[config.mk]
export PLATFORM = sky130hd
export DESIGN_NAME = decoder_slot_farthest_eviction_unit
export DESIGN_NICKNAME = d
export VERILOG_FILES = /design/src/hw/rtl/dsfe_pkg.sv /design/src/hw/rtl/dsfe_ram.sv /design/src/hw/rtl/decoder_slot_farthest_eviction_unit.sv
export SDC_FILE = /design/constraint.sdc
export NUM_CORES = 1
export LEC_CHECK = 0
export BUFFER_PORTS_ARGS = -buffer_cell sky130_fd_sc_hd__clkbuf_2
export CAP_MARGIN = 25
export CORE_MARGIN = 1.5
export CORE_UTILIZATION = 50
export CTS_BUF_LIST = sky130_fd_sc_hd__clkbuf_4 sky130_fd_sc_hd__clkbuf_8
export CTS_CLUSTER_SIZE = 30
export DETAILED_ROUTE_END_ITERATION = 8
export GPL_TIMING_DRIVEN = 1
export PLACE_DENSITY = 0.67
export SLEW_MARGIN = 20
export SYNTH_ARGS = -nofsm -noshare
export SYNTH_HDL_FRONTEND = slang
export SYNTH_SLANG_ARGS = --single-unit
[constraint.sdc]
create_clock -name clk -period 7.9 [get_ports clk]
set_input_delay 0.79 -clock clk [delete_from_list [all_inputs] [get_ports clk]]
set_output_delay 0.79 -clock clk [all_outputs]
set_load 0.005 [all_outputs]
[src/hw/rtl/dsfe_pkg.sv]
// Package for the decoder slot farthest eviction unit.
// Holds table sizes, command and status codes and the slot entry type.
// No dependencies.
`timescale 1ns / 1ps

package dsfe_pkg;

  localparam int SLOTS = 4;
  localparam int IDX_W = (SLOTS > 1) ? $clog2(SLOTS) : 1;
  localparam int CNT_W = $clog2(SLOTS + 1);

  localparam int CLIP_W = 16;
  localparam int TRACK_W = 8;
  localparam int TIME_W = 32;
  localparam int OCC_W = 7;
  localparam int DIST_W = TIME_W + 1;

  typedef enum logic [1:0] {
    CMD_REQUEST  = 2'd0,
    CMD_RELEASE  = 2'd1,
    CMD_PLAYHEAD = 2'd2,
    CMD_CLEAR    = 2'd3
  } cmd_t;

  typedef enum logic [2:0] {
    ST_REFRESHED = 3'd0,
    ST_APPENDED  = 3'd1,
    ST_EVICTED   = 3'd2,
    ST_DENIED    = 3'd3,
    ST_RELEASED  = 3'd4,
    ST_NOTFOUND  = 3'd5,
    ST_DONE      = 3'd6
  } status_t;

  typedef struct packed {
    logic [CLIP_W-1:0]  clip;
    logic [TRACK_W-1:0] track;
    logic [TIME_W-1:0]  start;
  } entry_t;

  localparam int ENTRY_W = $bits(entry_t);

endpackage

[src/hw/rtl/dsfe_ram.sv]
// Generic single write port, single read port RAM with registered read data.
// No dependencies.
`timescale 1ns / 1ps

module dsfe_ram #(
  parameter int WIDTH = 8,
  parameter int DEPTH = 4
) (
  input  logic                                   clk,
  input  logic                                   we,
  input  logic [((DEPTH > 1) ? $clog2(DEPTH) : 1)-1:0] waddr,
  input  logic [WIDTH-1:0]                       wdata,
  input  logic [((DEPTH > 1) ? $clog2(DEPTH) : 1)-1:0] raddr,
  output logic [WIDTH-1:0]                       rdata
);

  logic [WIDTH-1:0] mem [DEPTH];

  always_ff @(posedge clk) begin
    if (we) begin
      mem[waddr] <= wdata;
    end
    rdata <= mem[raddr];
  end

endmodule

[src/hw/rtl/decoder_slot_farthest_eviction_unit.sv]
// Top level of the decoder slot farthest eviction unit.
// Depends on dsfe_pkg and dsfe_ram.
//
//   channel | ports                                         | direction
//   in      | in_valid/in_ready, command, clip_id, track,   | into block
//           | time_value                                    |
//   out     | out_valid/out_ready, status, evicted valid and| out of block
//           | clip, occupancy                               |
//
// Request and release scan the occupied entries of the slot RAM, which has registered read
// data, drain the last read, commit in S_FINISH and load the output in S_OUT; on an empty
// table the scan ends at once. Set playhead and clear go straight to S_FINISH and S_OUT.
// One item is in work at a time, and the next beat is taken in the cycle after the result
// is loaded.
// Reset empties the table and zeroes the playhead; the RAM is not cleared.
// A finished beat waits in the output register while the next beat is taken; a new result
// waits in the output stage until the previous one is accepted.
`timescale 1ns / 1ps

module decoder_slot_farthest_eviction_unit (
  input  logic                        clk,
  input  logic                        rst_n,
  input  logic                        in_valid,
  output logic                        in_ready,
  input  logic [1:0]                  in_command,
  input  logic [15:0]                 in_clip_id,
  input  logic [7:0]                  in_track_number,
  input  logic signed [31:0]          in_time_value,
  output logic                        out_valid,
  input  logic                        out_ready,
  output logic [2:0]                  out_status,
  output logic                        out_evicted_valid,
  output logic [15:0]                 out_evicted_clip,
  output logic [6:0]                  out_occupancy
);

  typedef enum logic [1:0] {
    S_IDLE,
    S_SCAN,
    S_FINISH,
    S_OUT
  } state_t;

  state_t state_r;

  dsfe_pkg::cmd_t                    cmd_r;
  logic [dsfe_pkg::CLIP_W-1:0]       id_r;
  logic [dsfe_pkg::TRACK_W-1:0]      trk_r;
  logic [dsfe_pkg::TIME_W-1:0]       time_r;
  logic [dsfe_pkg::TIME_W-1:0]       playhead_r;
  logic [dsfe_pkg::CNT_W-1:0]        cnt_r;
  logic [dsfe_pkg::CNT_W-1:0]        rd_idx_r;
  logic                              pend_r;
  logic [dsfe_pkg::IDX_W-1:0]        pend_idx_r;
  logic                              hit_r;
  logic [dsfe_pkg::IDX_W-1:0]        hit_idx_r;
  logic                              found_r;
  logic [dsfe_pkg::IDX_W-1:0]        best_idx_r;
  logic [dsfe_pkg::DIST_W-1:0]       best_d_r;
  logic [dsfe_pkg::CLIP_W-1:0]       best_clip_r;

  dsfe_pkg::status_t                 res_status_r;
  logic                              res_ev_r;
  logic [dsfe_pkg::CLIP_W-1:0]       res_clip_r;

  logic                              out_valid_r;
  dsfe_pkg::status_t                 out_status_r;
  logic                              out_ev_r;
  logic [dsfe_pkg::CLIP_W-1:0]       out_clip_r;
  logic [dsfe_pkg::OCC_W-1:0]        out_occ_r;

  logic                              ram_we;
  logic [dsfe_pkg::IDX_W-1:0]        ram_waddr;
  dsfe_pkg::entry_t                  ram_wdata;
  logic [dsfe_pkg::ENTRY_W-1:0]      ram_rdata;
  dsfe_pkg::entry_t                  rd_ent;
  dsfe_pkg::entry_t                  new_ent;

  logic signed [dsfe_pkg::DIST_W-1:0] diff_fwd;
  logic signed [dsfe_pkg::DIST_W-1:0] diff_rev;
  logic [dsfe_pkg::DIST_W-1:0]        dist_cur;
  logic                               full;
  logic                               accept;
  logic                               evict;
  logic                               out_load;

  assign in_ready = (state_r == S_IDLE);
  assign accept = in_valid && in_ready;
  assign full = (cnt_r >= dsfe_pkg::CNT_W'(dsfe_pkg::SLOTS));
  assign evict = (cmd_r == dsfe_pkg::CMD_REQUEST) && !hit_r && full && found_r;
  assign out_load = (state_r == S_OUT) && (!out_valid_r || out_ready);

  assign rd_ent = dsfe_pkg::entry_t'(ram_rdata);
  assign new_ent = '{clip: id_r, track: trk_r, start: time_r};

  assign diff_fwd = {rd_ent.start[dsfe_pkg::TIME_W-1], rd_ent.start}
                  - {playhead_r[dsfe_pkg::TIME_W-1], playhead_r};
  assign diff_rev = {playhead_r[dsfe_pkg::TIME_W-1], playhead_r}
                  - {rd_ent.start[dsfe_pkg::TIME_W-1], rd_ent.start};
  assign dist_cur = diff_fwd[dsfe_pkg::DIST_W-1] ? diff_rev : diff_fwd;

  always_comb begin
    ram_we = 1'b0;
    ram_waddr = pend_idx_r - dsfe_pkg::IDX_W'(1);
    ram_wdata = rd_ent;
    if (state_r == S_SCAN && pend_r && cmd_r == dsfe_pkg::CMD_RELEASE && hit_r) begin
      ram_we = 1'b1;
    end else if (state_r == S_FINISH && cmd_r == dsfe_pkg::CMD_REQUEST) begin
      ram_wdata = new_ent;
      if (hit_r) begin
        ram_we = 1'b1;
        ram_waddr = hit_idx_r;
      end else if (!full) begin
        ram_we = 1'b1;
        ram_waddr = cnt_r[dsfe_pkg::IDX_W-1:0];
      end else if (found_r) begin
        ram_we = 1'b1;
        ram_waddr = best_idx_r;
      end
    end
  end

  dsfe_ram #(
    .WIDTH(dsfe_pkg::ENTRY_W),
    .DEPTH(dsfe_pkg::SLOTS)
  ) u_slot_ram (
    .clk  (clk),
    .we   (ram_we),
    .waddr(ram_waddr),
    .wdata(ram_wdata),
    .raddr(rd_idx_r[dsfe_pkg::IDX_W-1:0]),
    .rdata(ram_rdata)
  );

  always_ff @(posedge clk) begin
    if (!rst_n) begin
      state_r <= S_IDLE;
      cnt_r <= '0;
      playhead_r <= '0;
      out_valid_r <= 1'b0;
      pend_r <= 1'b0;
      rd_idx_r <= '0;
    end else begin
      if (out_load) begin
        out_valid_r <= 1'b1;
      end else if (out_ready) begin
        out_valid_r <= 1'b0;
      end
      case (state_r)
        S_IDLE: begin
          if (accept) begin
            cmd_r <= dsfe_pkg::cmd_t'(in_command);
            id_r <= in_clip_id;
            trk_r <= in_track_number;
            time_r <= in_time_value;
            hit_r <= 1'b0;
            found_r <= 1'b0;
            rd_idx_r <= '0;
            pend_r <= 1'b0;
            if (in_command == dsfe_pkg::CMD_REQUEST || in_command == dsfe_pkg::CMD_RELEASE) begin
              state_r <= S_SCAN;
            end else begin
              state_r <= S_FINISH;
            end
          end
        end
        S_SCAN: begin
          if (rd_idx_r < cnt_r) begin
            rd_idx_r <= rd_idx_r + dsfe_pkg::CNT_W'(1);
            pend_r <= 1'b1;
            pend_idx_r <= rd_idx_r[dsfe_pkg::IDX_W-1:0];
          end else begin
            pend_r <= 1'b0;
            if (!pend_r) begin
              state_r <= S_FINISH;
            end
          end
          if (pend_r) begin
            if (!hit_r && rd_ent.clip == id_r) begin
              hit_r <= 1'b1;
              hit_idx_r <= pend_idx_r;
            end
            if (rd_ent.track != '0 && (!found_r || dist_cur > best_d_r)) begin
              found_r <= 1'b1;
              best_d_r <= dist_cur;
              best_idx_r <= pend_idx_r;
              best_clip_r <= rd_ent.clip;
            end
          end
        end
        S_FINISH: begin
          res_ev_r <= evict;
          res_clip_r <= evict ? best_clip_r : '0;
          case (cmd_r)
            dsfe_pkg::CMD_REQUEST: begin
              if (hit_r) begin
                res_status_r <= dsfe_pkg::ST_REFRESHED;
              end else if (!full) begin
                res_status_r <= dsfe_pkg::ST_APPENDED;
                cnt_r <= cnt_r + dsfe_pkg::CNT_W'(1);
              end else if (found_r) begin
                res_status_r <= dsfe_pkg::ST_EVICTED;
              end else begin
                res_status_r <= dsfe_pkg::ST_DENIED;
              end
            end
            dsfe_pkg::CMD_RELEASE: begin
              if (hit_r) begin
                res_status_r <= dsfe_pkg::ST_RELEASED;
                cnt_r <= cnt_r - dsfe_pkg::CNT_W'(1);
              end else begin
                res_status_r <= dsfe_pkg::ST_NOTFOUND;
              end
            end
            dsfe_pkg::CMD_PLAYHEAD: begin
              res_status_r <= dsfe_pkg::ST_DONE;
              playhead_r <= time_r;
            end
            dsfe_pkg::CMD_CLEAR: begin
              res_status_r <= dsfe_pkg::ST_DONE;
              cnt_r <= '0;
            end
            default: begin
              res_status_r <= dsfe_pkg::ST_DONE;
            end
          endcase
          state_r <= S_OUT;
        end
        S_OUT: begin
          if (out_load) begin
            out_status_r <= res_status_r;
            out_ev_r <= res_ev_r;
            out_clip_r <= res_clip_r;
            out_occ_r <= dsfe_pkg::OCC_W'(cnt_r);
            state_r <= S_IDLE;
          end
        end
        default: begin
          state_r <= S_IDLE;
        end
      endcase
    end
  end

  assign out_valid = out_valid_r;
  assign out_status = out_status_r;
  assign out_evicted_valid = out_ev_r;
  assign out_evicted_clip = out_clip_r;
  assign out_occupancy = out_occ_r;

  a_count_bound: assert property (@(posedge clk) disable iff (!rst_n)
    cnt_r <= dsfe_pkg::CNT_W'(dsfe_pkg::SLOTS))
    else $error("Slot count exceeds the table size.");

  a_evict_status: assert property (@(posedge clk) disable iff (!rst_n)
    (out_valid_r && out_ev_r) |-> out_status_r == dsfe_pkg::ST_EVICTED)
    else $error("Evicted flag set without evicted status.");

  a_scan_write: assert property (@(posedge clk) disable iff (!rst_n)
    (state_r == S_SCAN && ram_we) |-> (cmd_r == dsfe_pkg::CMD_RELEASE && hit_r))
    else $error("Slot RAM written during a scan that is not a release shift.");

  a_one_in_flight: assert property (@(posedge clk) disable iff (!rst_n)
    accept |=> !in_ready)
    else $error("A second beat was taken while one is in work.");

endmodule
# After elaboration in Yosys (flattened, before gate mapping)
# Memories as Yosys holds them, arrays and structs flattened. A register that Yosys moved wholly into a read port is not among the register bits.
# Index checks and enable logic that the tools add are counted.
# classes
mux	44
multipliers	0
shift	0
add_sub_neg	6
reduce_logical	38
div	0
eq_ne	19
n_lt_le_gt_ge	3
bitwise_logic	0
# op_table
op	n
two-way mux 56 bit	2
subtractor 32 x 32 -> 33 bit	2
> comparator 33 bit	1
two-way mux 33 bit	1
two-way mux 2 bit	12
case mux 3 bit (3 select lines)	2
two-way mux 1 bit	17
== test 16 bit	1
two-way mux 3 bit	5
AND reduction 5 bit	3
inequality test 2 bit, second input constant	7
AND reduction 3 bit	4
AND reduction 4 bit	3
logical AND 1 bit	11
== test 2 bit, second input constant	4
inequality test 2 x 1 -> 1 bit, second input constant	4
case mux 2 bit (4 select lines)	1
nonzero test 8 bit	1
adder 3 x 1 -> 3 bit, second input constant	2
== test 2 x 1 -> 1 bit, second input constant	3
logical NOT 2 bit	3
case mux 1 bit (2 select lines)	3
case mux 3 bit (2 select lines)	1
AND reduction 2 bit	3
other kinds (9)	14
# word_totals
latchBits	0
mem_bits_ro	0
ramBits	224
output_inout_bits	29
n_memories	1
regBits	200
inputBits	62
# mem_list
name	words	width	read_ports	rd_ports_with_merged_regs	wr	line_no	source
u_slot_ram.mem	4	56	1	1	1	dsfe_ram.sv:17	logic [WIDTH-1:0] mem [DEPTH];

# Logic depth before layout (Yosys ltp)
# logic_depth
ltp_word	8
mapped_depth	22
mapped_depth_nobuf	22

# Modules after synthesis
# A second synthesis with hierarchy kept.
# hier_totals
hier_cells	1530
area_unflattened_um2	21391.8
# by_module_without_submodules
mod	instances	area_each_um2	cells_per_inst	seq_area_each_um2
decoder_slot_farthest_eviction_unit	1	12124.1	1178	5585.4
dsfe_ram	1	9267.6	352	7847.5

# Least setup slack after synthesis
# Ideal clock, no wire load.
# synth_timing
path_type	register -> register
startpoint	register playhead_r[5] in the netlist's numbering
endpoint	register best_clip_r[0] in the netlist's numbering, enable pin
period_less_slack_ns	6.496
setup_slack_ns	1.404
path_buffers	2
path_stages_with_launch	22
setup_time_ns	0.460
required_ns	7.440
arrival_time_ns	6.037
cell_sequence	dfxtp_1 > inv_1 > ha_1 > buf_2 > and4_1 > a21boi_2 > o21ai_1 > a2111oi_4 > o31ai_4 > buf_2 > nor2_1 > a21oi_1 > xor2_1 > ha_1 > nand4_1 > nor4_1 > a21oi_1 > o211ai_1 > a21oi_1 > o41ai_1 > o21ai_0 > nor2_1
# synth_via
elab_chain_len	6
elab_cells_between_ends	7
classes_between	add/sub: 2; order compare: 1; mux: 1; reduce/logical: 3
# synth_rtl
element	line_no	source
from (decl)	decoder_slot_farthest_eviction_unit.sv:50	logic [dsfe_pkg::TIME_W-1:0] playhead_r;
from (signal assigned)	decoder_slot_farthest_eviction_unit.sv:217	playhead_r <= time_r;
subtractor 32 x 32 -> 33 bit, on equally long branches	decoder_slot_farthest_eviction_unit.sv:97, decoder_slot_farthest_eviction_unit.sv:99	
two-way mux 33 bit *	decoder_slot_farthest_eviction_unit.sv:100	assign dist_cur = diff_fwd[dsfe_pkg::DIST_W-1] ? diff_rev : diff_fwd;
named net dist_cur (one bit)	decoder_slot_farthest_eviction_unit.sv:81	logic [dsfe_pkg::DIST_W-1:0] dist_cur;
> comparator 33 bit *	decoder_slot_farthest_eviction_unit.sv:183	if (rd_ent.track != '0 && (!found_r || dist_cur > best_d_r)) begin
logical OR 1 bit *	decoder_slot_farthest_eviction_unit.sv:183	
logical AND 1 bit *	decoder_slot_farthest_eviction_unit.sv:183	
AND reduction 4 bit (no line) *	n/a	
to (signal assigned)	decoder_slot_farthest_eviction_unit.sv:187	best_clip_r <= rd_ent.clip;
to (decl)	decoder_slot_farthest_eviction_unit.sv:60	logic [dsfe_pkg::CLIP_W-1:0] best_clip_r;
# Mark *: on every way through the listed nets, which the timed path passes. The rest lies on a longest branch.
# A chain may end at the register's enable or synchronous reset.

# Worst setup path after layout
# layout_timing
startpoint	register playhead_r[13] in the netlist's numbering
endpoint	register best_d_r[18] in the netlist's numbering, enable pin
# layout_via
elab_chain_len	6
elab_cells_between_ends	7
classes_between	add/sub: 2; order compare: 1; mux: 1; reduce/logical: 3
# layout_rtl
element	line_no	source
subtractor 32 x 32 -> 33 bit, on equally long branches	decoder_slot_farthest_eviction_unit.sv:97, decoder_slot_farthest_eviction_unit.sv:99	
two-way mux 33 bit *	decoder_slot_farthest_eviction_unit.sv:100	
named net dist_cur (one bit)	decoder_slot_farthest_eviction_unit.sv:81	
> comparator 33 bit *	decoder_slot_farthest_eviction_unit.sv:183	
logical OR 1 bit *	decoder_slot_farthest_eviction_unit.sv:183	
logical AND 1 bit *	decoder_slot_farthest_eviction_unit.sv:183	
AND reduction 4 bit (no line) *	n/a	
to (signal assigned)	decoder_slot_farthest_eviction_unit.sv:185	best_d_r <= dist_cur;
to (decl)	decoder_slot_farthest_eviction_unit.sv:59	logic [dsfe_pkg::DIST_W-1:0] best_d_r;
# Marks and branches as above.

==> impl_summary.txt <==
----------------------------------------------------
[Floorplan]
  Die area ... 43890 µm²
  Floorplan die height ... around 210 µm
  Number of top-level design ports ... slightly above 90
  # rows ... 75
  Initial cell density of the core ... around half
  Area inside the core boundary ... 42040 µm²
  Width of the die ... 209.5 µm

[Critical path]
  Worst path slowest cell ... o31ai_4
  Slowest Stage Delay on Critical Path ... 510 ps
  Worst reg2reg setup slack ... 1260 ps
  Path length in cells of the critical path ... 21
  Worst R2R End ... best_d_r[18]
  Worst flop-to-flop path startpoint ... playhead_r[13]
  Worst Path Buf+Inv ... 3
  Crit. Startpoint ... playhead_r[13]
  Endpoint kind of the worst setup timing path ... flop
  Maximum fanout count along the critical path ... 33
  Critical path class ... reg2reg
  Startpoint type of the worst setup path ... flop
  Most used cell along the critical path ... a21oi_1
  Capture point of the critical path ... best_d_r[18]
  Cell family with most CP delay ... compound AO/OA/AOI/OAI gates
  Required time of the critical path ... 8180 ps
  Series of cell instances along the critical path ... inv_1 -> ha_1 -> a21oi_1 -> o21ai_1 -> a32oi_1 -> a2111oi_4 -> o31ai_4 -> buf_4 -> mux2i_1 -> o21ai_1 -> xor2_1 -> ha_1 -> nand4_1 -> nor4_1 -> a21oi_1 -> o211ai_1 -> a21oi_1 -> o41ai_1 -> o21ai_0 -> nor2_4 -> buf_4
  Worst reg-to-reg path cell count ... 21
  Arr. time, crit path ... 6920 ps

[Logic synthesis]
  Number of distinct library cells after synthesis ... 66
  Total of warnings raised by yosys ... 0
  Synth async-reset ratio ... 0%
  Fraction of synthesized cell area taken by the top area cell type ... a little over half
  Number of storage elements in the synthesis netlist ... 480
  Main synth FF type ... edfxtp_1
  Fraction of the yosys area taken by sequential cells ... 63.00%
  Leading post-synthesis cells by cell area ... edfxtp_1 (54%), dfxtp_1 (9.2%), ha_1 (6.1%)
  Mapped Area ... 21320 µm²
  Cell type contributing the most total cell area after synthesis ... edfxtp_1
  Post-synthesis average cell area ... approximately 14 µm²
  Number of flops mapped to enable cells by yosys ... 382
  Post-synthesis instance total ... 1531

[Route]
  Met3 WL post-DR ... 2254 µm
  Met2 WL ... 19470 µm
  Number of antenna-violating nets in the routed design ... 0
  Via count ... about 12000
  DRC violations left ... 0
  WL met1 ... 20860 µm
  Sum of routed wire length over all layers ... between 40000 and 50000 µm
  Drt initial violations ... ~740
  First-pass iteration count of the detailed router ... 5
  Average wire per cell in the routed design ... 19.33 µm
  Vias per inst ... 5.495
  Highest routing layer actually used ... met5

[Placed design]
  # port buffers ... 86
  Detailed placement HPWL ... roughly 28000 µm
  Placement Cell Area ... 22280 µm²
  Final Wtd Congestion ... 0.8928

[Power and ir drop]
  IR drop worst, VDD ... around 0.00014 V
  Total power density per cell area ... 244.3 nW/µm²
  Static leakage ... 8.744 nW

[Global route]
  Vias in the first global route ... 12370
  Number of antenna violations at the first check in global routing ... 2
  Pin count of the biggest net entering global routing ... 59
  Wire length of the first global-routing pass ... about 69000 µm
  Combined global-route utilization of all metal layers ... 20.53%
  Congestion Overflow GR ... 0

[Clock network]
  Register clock-pin slew on the reported worst setup and hold paths ... 60 ps
  Number of buffers inserted during clock tree synthesis ... 78
  CTS tree ... done
  Clock insertion delay at the later pin of the skew report ... 660 ps
  CTS root buf ... clkbuf_8
  Quantity of hold-fixing buffers added after cts ... 0
  Number of buffers inserted by post-CTS setup repair ... 0
  Sink count of the clock tree ... 480
  Largest buffer count on any clock path ... 3
  PostCTS Resize Cnt ... 0
  Maximum level of the CTS H-tree ... 3

[Finish]
  Post-layout utilization of the core ... 56.93%
  Diodes inserted ... 0
  Fraction of layout instances using a drive strength above 1 ... 22.26%
  Total number of nets in the final design ... 1812
  Final Instance Area ... 23940 µm²
  Layout overhead on the synthesized area ... 12.25%
  Most used cells in the layout excluding fill and tap cells ... edfxtp_1 (382), a21oi_1 (127), inv_1 (120), ha_1 (104), nand2_1 (103)
  Most common cell after layout, fill and taps aside ... edfxtp_1

[STA]
  Total count of max-transition violations in the final report ... 0
  Sum Neg Setup Slack ... 0 ps
  Endpoints failing hold ... 0
  Unrepaired setup endpoints after global routing ... no
  Fmax ... 150.6 MHz
  Final clock skew ... 43.30 ps
  Final critical-path share of the clock period ... a little over four fifths
  Worst max-slew margin expressed relative to the limit ... a little over a third
  Final worst path period need ... roughly 6600 ps
  Measured slew at the worst slew-check pin ... 966.0 ps
  Final setup vio count ... 0

[Outcome]
  Run status ... finished, final reports clean

[Worst hold path]
  Hold WC Path Type ... in2reg

[Run]
  Count of maximum capacitance violations ... 0

----------------------------------------------------
-- flip-flops by register name (all words and copies together) (netlist names), 2 cells and up --
name	cells
u_slot_ram.mem	224
u_slot_ram.rdata	56
best_d_r	33
playhead_r	32
time_r	32
best_clip_r	16
id_r	16
out_evicted_clip	16
res_clip_r	16
trk_r	8
cnt_r	3
out_occupancy	3
out_status	3
rd_idx_r	3
res_status_r	3
best_idx_r	2
cmd_r	2
hit_idx_r	2
pend_idx_r	2
state_r	2
-- through the flow --
step / power [mW] / hold WS (ps) / cells / setup slack (ps)
2_1_floorplan: 3.468 / 400.3 / 1534 / 1404
3_3_place_gp: 3.670 / 400.9 / 2101 / 1501
3_5_place_dp: 3.685 / 404.5 / 2101 / 1317
4_1_cts: 5.911 / 244.4 / 2245 / 1276
5_1_grt: 6.113 / 258.1 / 2246 / 697.4
6_report: 5.848 / 303.8 / 2246 / 1261
-- final cells by class --
class	count	area, µm²
clock buffer	121	1434
clock inverter	23	215.2
fill	3393	18100
inverter	121	454.2
multi-input combinational	864	7196
sequential	480	13440
tap	539	674.4
timing repair buffer	98	524.3
-- worst min path at each step --
| stage | start | to | depth (start not counted) |
|---|---|---|---|
| after floorplan | res_clip_r[0] | out_evicted_clip[0] | 0 |
| after global placement | res_status_r[0] | out_status[0] | 0 |
| after detailed placement | res_clip_r[1] | out_evicted_clip[1] | 0 |
| after CTS | in_clip_id[13] | id_r[13] | 1 |
| after global routing | in_clip_id[6] | id_r[6] | 1 |
| final | in_clip_id[13] | id_r[13] | 1 |
-- power breakdown --
part	leakage, nW	switching (mW)	internal [mW]	total (mW)
Clock	0.886	0.970	1.24	2.21
Sequential	4.28	0.0632	2.88	2.94
Combinational	3.58	0.437	0.258	0.695
-- cell usage after synthesis, types with 15 or more instances --
master    number
dfxtp_1       98
a21o_1        42
xor2_1        32
o21a_1        16
inv_1        121
ha_1         104
nand4_1       21
clkbuf_1      29
xnor2_1       15
nor2b_1       15
a21oi_1      127
mux4_2        56
nor2_1        50
and2_1        17
o21ai_0       42
mux2_2        58
edfxtp_1     382
nand2_1      104
mux2i_1       17
-- metal layers --
metal	GRT usage (%)	up-vias
met5	0	-
met4	6.252	2
met3	4.309	62
met2	30.98	300
met1	30.07	6059
li1	-	5919
-- kinds of logic (layout without fill, tap and decap cells) --
family | count (synthesis) | after routing | share of synthesized area [%]
muxes | 132 | 132 | 9.840
AOI/OAI and AO/OA | 304 | 304 | 8.966
adders and majority gates | 107 | 107 | 6.384
other | 1 | 4 | 0.01759
xor gates and xnor gates | 47 | 47 | 1.931
DFF | 480 | 480 | 63.00
buffers and inverters | 190 | 363 | 3.656
and+or+nand+nor | 270 | 270 | 6.208
No activity file was read; power rests on OpenSTA's default activity.
